File: src/hw/rtl/cgrm_pkg.sv
// shared types and constants of the chunk gain, resample and mix block
package cgrm_pkg;

  localparam logic signed [15:0] SAMPLE_MAX = 16'sh7fff;
  localparam logic signed [15:0] SAMPLE_MIN = 16'sh8000;
  localparam logic [15:0] GAIN_UNITY  = 16'd16384;
  localparam logic [15:0] PITCH_UNITY = 16'd4096;
  localparam logic [12:0] WEIGHT_ONE  = 13'd4096;

  localparam int unsigned CFG_ADDR_W = 3;
  localparam int unsigned CFG_DATA_W = 32;

  // register index, taken from paddr[2]
  localparam logic REG_VOLUME_GAIN = 1'b0;
  localparam logic REG_PITCH_RATIO = 1'b1;

  typedef struct packed {
    logic signed [15:0] mic_sample;
    logic signed [15:0] pad_sample;
    logic               pad_valid;
    logic               chunk_last;
  } cgrm_in_t;

  typedef struct packed {
    logic signed [15:0] out_sample;
    logic               out_last;
    logic               chunk_overflow;
  } cgrm_out_t;

  typedef struct packed {
    logic load;
    logic tap_issue;
    logic tap_sel;
    logic out_load;
    logic advance;
    logic clear;
  } cgrm_cmd_t;

  typedef struct packed {
    logic res_vld;
    logic out_final;
  } cgrm_sts_t;

endpackage

File: src/hw/rtl/cgrm_ctrl.sv
// controller state machine: load, tap issue, result wait and send
module cgrm_ctrl import cgrm_pkg::*; (
  input  logic      clk_i,
  input  logic      rst_ni,
  input  logic      in_valid_i,
  input  logic      in_last_i,
  output logic      in_stall_o,
  output logic      out_valid_o,
  input  logic      out_stall_i,
  input  cgrm_sts_t sts_i,
  output cgrm_cmd_t cmd_o
);

  typedef enum logic [2:0] {
    ST_LOAD,
    ST_TAP0,
    ST_TAP1,
    ST_WAIT,
    ST_SEND
  } state_e;

  state_e state_q;
  logic   out_valid_q;

  always_ff @(posedge clk_i or negedge rst_ni) begin
    if (!rst_ni) begin
      state_q     <= ST_LOAD;
      out_valid_q <= 1'b0;
    end else begin
      case (state_q)
        ST_LOAD: begin
          if (in_valid_i && in_last_i) begin
            state_q <= ST_TAP0;
          end
        end
        ST_TAP0: state_q <= ST_TAP1;
        ST_TAP1: state_q <= ST_WAIT;
        ST_WAIT: begin
          if (sts_i.res_vld) begin
            state_q     <= ST_SEND;
            out_valid_q <= 1'b1;
          end
        end
        ST_SEND: begin
          if (!out_stall_i) begin
            out_valid_q <= 1'b0;
            state_q     <= sts_i.out_final ? ST_LOAD : ST_TAP0;
          end
        end
        default: begin
          state_q     <= ST_LOAD;
          out_valid_q <= 1'b0;
        end
      endcase
    end
  end

  assign in_stall_o  = (state_q != ST_LOAD);
  assign out_valid_o = out_valid_q;

  always_comb begin
    cmd_o           = '0;
    cmd_o.load      = (state_q == ST_LOAD) && in_valid_i;
    cmd_o.tap_issue = (state_q == ST_TAP0) || (state_q == ST_TAP1);
    cmd_o.tap_sel   = (state_q == ST_TAP1);
    cmd_o.out_load  = (state_q == ST_WAIT) && sts_i.res_vld;
    cmd_o.advance   = (state_q == ST_SEND) && !out_stall_i && !sts_i.out_final;
    cmd_o.clear     = (state_q == ST_SEND) && !out_stall_i && sts_i.out_final;
  end

  a_res_in_wait: assert property (@(posedge clk_i) disable iff (!rst_ni)
    sts_i.res_vld |-> state_q == ST_WAIT)
    else $error("result finished outside of wait state");

  a_valid_send: assert property (@(posedge clk_i) disable iff (!rst_ni)
    out_valid_q == (state_q == ST_SEND))
    else $error("output valid out of step with send state");

  a_no_load_while_out: assert property (@(posedge clk_i) disable iff (!rst_ni)
    cmd_o.load |-> !out_valid_q)
    else $error("input transfer while a result is pending");

endmodule

File: config.mk
export PLATFORM = sky130hd
export DESIGN_NAME = cgrm_ctrl
export DESIGN_NICKNAME = d
export VERILOG_FILES = /design/src/hw/rtl/cgrm_pkg.sv /design/src/hw/rtl/cgrm_ctrl.sv
export SDC_FILE = /design/constraint.sdc
export NUM_CORES = 1
export LEC_CHECK = 0
export BUFFER_PORTS_ARGS = -buffer_cell sky130_fd_sc_hd__buf_2
export CORE_AREA = 10 10 47 49
export CTS_BUF_LIST = sky130_fd_sc_hd__clkbuf_4
export CTS_CLUSTER_SIZE = 20
export DETAILED_ROUTE_END_ITERATION = 12
export DIE_AREA = 0 0 57 59
export HOLD_SLACK_MARGIN = 0.08
export PLACE_DENSITY = 0.4
export RECOVER_POWER = 50
export SLEW_MARGIN = 10
export SYNTH_ARGS = -nofsm -noshare
export SYNTH_HDL_FRONTEND = slang
export SYNTH_SLANG_ARGS = --single-unit
File: constraint.sdc
create_clock -name clk_i -period 1.46 [get_ports clk_i]
set_input_delay 0.219 -clock clk_i [delete_from_list [all_inputs] [get_ports clk_i]]
set_output_delay 0.219 -clock clk_i [all_outputs]
set_load 0.03 [all_outputs]
# After elaboration in Yosys (flattened, before gate mapping)
# Cells that the tools add are included.
[totals] ff_bits=4 inputBits=7 elab_cells=32
[op_classes] n_bitwise=1 eq_ne=7 n_mux=8 n_reduce_logical=14
[op_table] op="$pmux W3 S5" n=1
[op_table] op="$mux W3" n=3
[op_table] op="$eq A3 B2 Y1 const B" n=2
[op_table] op="$logic_and A1 B1 Y1" n=6
[op_table] op="$ne A2 B2 Y1 const B" n=3
[op_table] op="$reduce_and A3 Y1" n=2
[op_table] op="$eq A3 B1 Y1 const B" n=1
[op_table] op="$eq A3 B3 Y1 const B" n=1
[op_table] op="$logic_not A3 Y1" n=1
[op_table] op="$mux W1" n=3
[op_table] op="$pmux W1 S3" n=1
[op_table] op="$reduce_bool A3 Y1" n=1
[op_table] op="$reduce_or A3 Y1" n=1
[op_table] op="$logic_not A1 Y1" n=2
[op_table] op="$logic_or A1 B1 Y1" n=1
[op_table] op="$not A1 Y1" n=1

# Longest topological paths before layout
[logic_depth] depth_word=4 ltp_mapped=4 depth_no_buf=3

# Worst setup path after synthesis
# Ideal clock, no wire load.
[synth_timing] path_kind="register to output" startpoint="register state_q[0]" endpoint="output cmd_o[0] in the netlist's numbering" path_stages_with_launch=5 setup_slack_ns=-0.178 t_arrival_ns=1.419 n_path_buf=1 path_cell_list="dfrtp_1 buf_6 nor2_4 nand2_1 nor3b_1"
[synth_lines] element="start, declared" line_no="cgrm_ctrl.sv:22" text="state_e state_q;"
[synth_lines] element="start signal, assigned" line_no="cgrm_ctrl.sv:47" text="state_q <= sts_i.out_final ? ST_LOAD : ST_TAP0;"
[synth_lines] element="end, declared" line_no="cgrm_ctrl.sv:11" text="output cgrm_cmd_t cmd_o"

==> metrics.yaml <==
worst_setup_path:
  cp_cell_sequence: "or3_4 -> nor2_4 -> buf_6"
  crit_buf_inv: 1
  worstPathArrival_ns: 1.27
  cp-end-kind: "output pin"
  critPathTopFamily: "simple AND/OR/NAND/NOR gates"
  cpPeakStageDelay_ns: 0.43
  worstPathMaxFanout: 4
  r2r-start: "state_q[1]$_DFFE_PN0P_"
  critical_path.slowest_cell: "dfrtp_2"
  reg2regPathDepth: 3
  start_kind: "flip-flop"
  critPathRequiredTime_ns: 1.24
  r2r_slack_ns: 0.30
  r2r-end: "state_q[0]$_DFFE_PN0P_"
  timing.setup.critical_path_class: "reg -> out"
route:
  routed_wirelength_um: 855
  vias: 321
  viasPerCell: 4.59
  drt_iter0_drc: 1
  final_antenna_net_count: 0
  first_pass_iters: 2
  drc: 0
  wl_per_cell_um: 12.2
pwr:
  power_density_mw_per_mm2: 2400
  p_int_uw: 647
  ir_worst_vdd_uv: 1000
  power_frac_clock_pct: 11.4
  seqPwrFrac_pct: 19.9
  p_switching_uw: 543
  p_leak_uw: 0.000220
  switching_share_pct: 45.6
  design_power_total_uw: 1190
  p_comb_share_pct: 68.8
run_status:
  status: "finished with violations"
  violations: "negative setup slack"
clock_tree:
  cts_root_buf: "clkbuf_4"
  cts_buffers: 3
  clock_sink_count: 4
  cts.clk_slew.worst_paths_ns: 0.03
  insertion_delay_ns: 0.23
  cts_tree: "built"
  cts-htree-levels: 1
  cts_buffer_depth: 2
global_routing:
  antenna_found_initial: 0
  grt_max_degree: 7
  grtUsageTotal_pct: 5.81
  grt_pass1_vias: 337
  grt_pass1_wl_mm: 1.50
  overflow: 0
placed_design:
  hpwl_um: 636
  io_buffers: 14
  place.gp.congestion: 0.695
  preCtsSetupSlack_ns: 0.120
sta:
  rsz0062_at_grt: "true"
  maxSlewHeadroom_pct: 85.9
  fin_crit_ns: 1.49
  fin_crit_sh_pct: 102
  setup_slack_ns: -0.0270
  fin_skew_ns: 0.00273
  worstMarginPinSlew_ns: 0.210
  hold_viol: 0
  setup_violations: 1
  slew_viol_final: 0
  fmax_ghz: 0.672
worst_hold_path:
  hold_class: "in -> reg"
  hp-start: "out_stall_i"
  hold-path-endpoint: "out_valid_o$_DFFE_PN0P_"
  min_path_cells: 3
yosys:
  yosys.area.top_type: "dfrtp_1"
  synth_cell_types: 20
  synthCells: 31
  synth_most_common_cell: "dfrtp_1"
  synthTopCellsByCount: "dfrtp_1, buf_6, nor3b_1"
  avgSynthCellArea_um2: 9.28
  yosysSeqAreaShare_pct: 34.8
  netlist.area_leader.share_pct: 34.8
  synth_edf_count: 0
  synth_nets: 38
  synth-main-ff-cell: "dfrtp_1"
  synth_seq_cells: 4
  ys_warn_count: 0
  synth_area_leaders: "dfrtp_1, buf_6, nor3b_1"
  async_reset_ff_share_pct: 100
  synth_area_um2: 288
die:
  die_x_um: 57
  core-area_mm2: 0.00140
  io_pins: 15
  die_area_mm2: 0.00336
  dieHeight_um: 59
  initial_core_util_pct: 20.5
  fp-row-count: 14
job:
  maxCapViolations: 0
layout:
  area_delta_synth_final_pct: 72.2
  fin_nets: 63
  utilization_pct: 35.4
  multi_input_area_um2: 176
  nFillCells: 161
  drive_gt1_share_pct: 66.7
  n_antenna_cell: 0
  register_area_um2: 104
area by class of cell:
class,instances,area share [%]
Tap cell,16,4.04
Sequential cell,4,21.0
Multi-Input combinational cell,22,35.6
Timing Repair Buffer,23,33.3
Inverter,2,1.52
Clock buffer,3,4.55
worst register-to-register path, stage by stage (launching register included):
cell	delay (ns)
dfrtp_2	0.43
buf_4	0.15
buf_4	0.13
o32a_1	0.32
flip-flops by register name, indices dropped and copies added (netlist names):
| signal | cells |
|---|---|
| state_q | 3 |
| out_valid_o | 1 |
repair_timing:
action	4_1_cts	5_1_grt
hold buffers	1	0
pin swaps	1	0
setup endpoints to repair	5	7
buffers inserted	5	0
gates resized for setup	8	13
hold endpoints to repair	4	0
logic make-up (layout without fill, tap and decap cells):
logic type      Yosys count  in the layout  share of synthesized area, %
flops                     4              4                          34.8
buf+inv                   5             28                          14.3
simple gates             13             13                          29.1
compound gates            8              8                          18.7
xor+xnor                  1              1                          3.04
placed cells by master, fill, tap and decap left out:
| cell | instances |
|---|---|
| buf_4 | 11 |
| nand3_1 | 2 |
| nor3b_1 | 1 |
| dfrtp_2 | 3 |
| o32a_1 | 1 |
| nand2_2 | 1 |
| dlygate4sd3_1 | 1 |
| a31oi_1 | 1 |
| nor2_1 | 1 |
| a21boi_1 | 1 |
| xnor2_1 | 1 |
| clkbuf_4 | 3 |
| buf_6 | 3 |
| o21ai_0 | 1 |
| nand2b_1 | 1 |
| nor2_4 | 3 |
| nor3b_2 | 2 |
| clkbuf_1 | 1 |
| inv_1 | 2 |
| nor3_2 | 1 |
| or3_4 | 1 |
| buf_2 | 7 |
| a21oi_1 | 2 |
| o22ai_1 | 1 |
| dfrtp_1 | 1 |
| a21oi_2 | 1 |
worst max path at each step:
stage                     cells past startpoint        to  slack, ns              startpoint
after global routing                          3  cmd_o[5]      -0.09  state_q[0]$_DFFE_PN0P_
after detailed placement                      3  cmd_o[5]       0.12  state_q[2]$_DFFE_PN0P_
after global placement                        3  cmd_o[5]       0.12  state_q[2]$_DFFE_PN0P_
final                                         3  cmd_o[5]      -0.03  state_q[0]$_DFFE_PN0P_
after floorplan                               3  cmd_o[5]       0.03  state_q[0]$_DFFE_PN0P_
after CTS                                     3  cmd_o[5]      -0.04  state_q[0]$_DFFE_PN0P_
power groups by stage:
| stage | Sequential, uW | Clock (uW) | Combinational (uW) |
|---|---|---|---|
| 2_1_floorplan | 222 | 0 | 522 |
| 3_3_place_gp | 264 | 0 | 616 |
| 3_5_place_dp | 261 | 0 | 613 |
| 4_1_cts | 237 | 143 | 766 |
| 5_1_grt | 252 | 160 | 890 |
| 6_report | 237 | 135 | 819 |
metal layers:
layer  wire, um  GRT usage [%]  vias to the layer above
met4         12           3.02                        0
met2        402           7.29                       14
li1           -              -                      154
met5          0              0                        -
met3        113           4.72                        2
met1        326           6.71                      151
through the flow:
stage | hold WS (ns) | cells | cell area (um2) | setup TNS (ns)
2_1_floorplan | -0.0766 | 31 | 303 | 0
3_3_place_gp | 0.0270 | 61 | 382 | 0
3_5_place_dp | 0.0267 | 61 | 382 | 0
4_1_cts | 0.303 | 70 | 472 | -0.0532
5_1_grt | 0.322 | 70 | 495 | -0.245
6_report | 0.310 | 70 | 495 | -0.0270
Power figures use the tool's default switching activity.
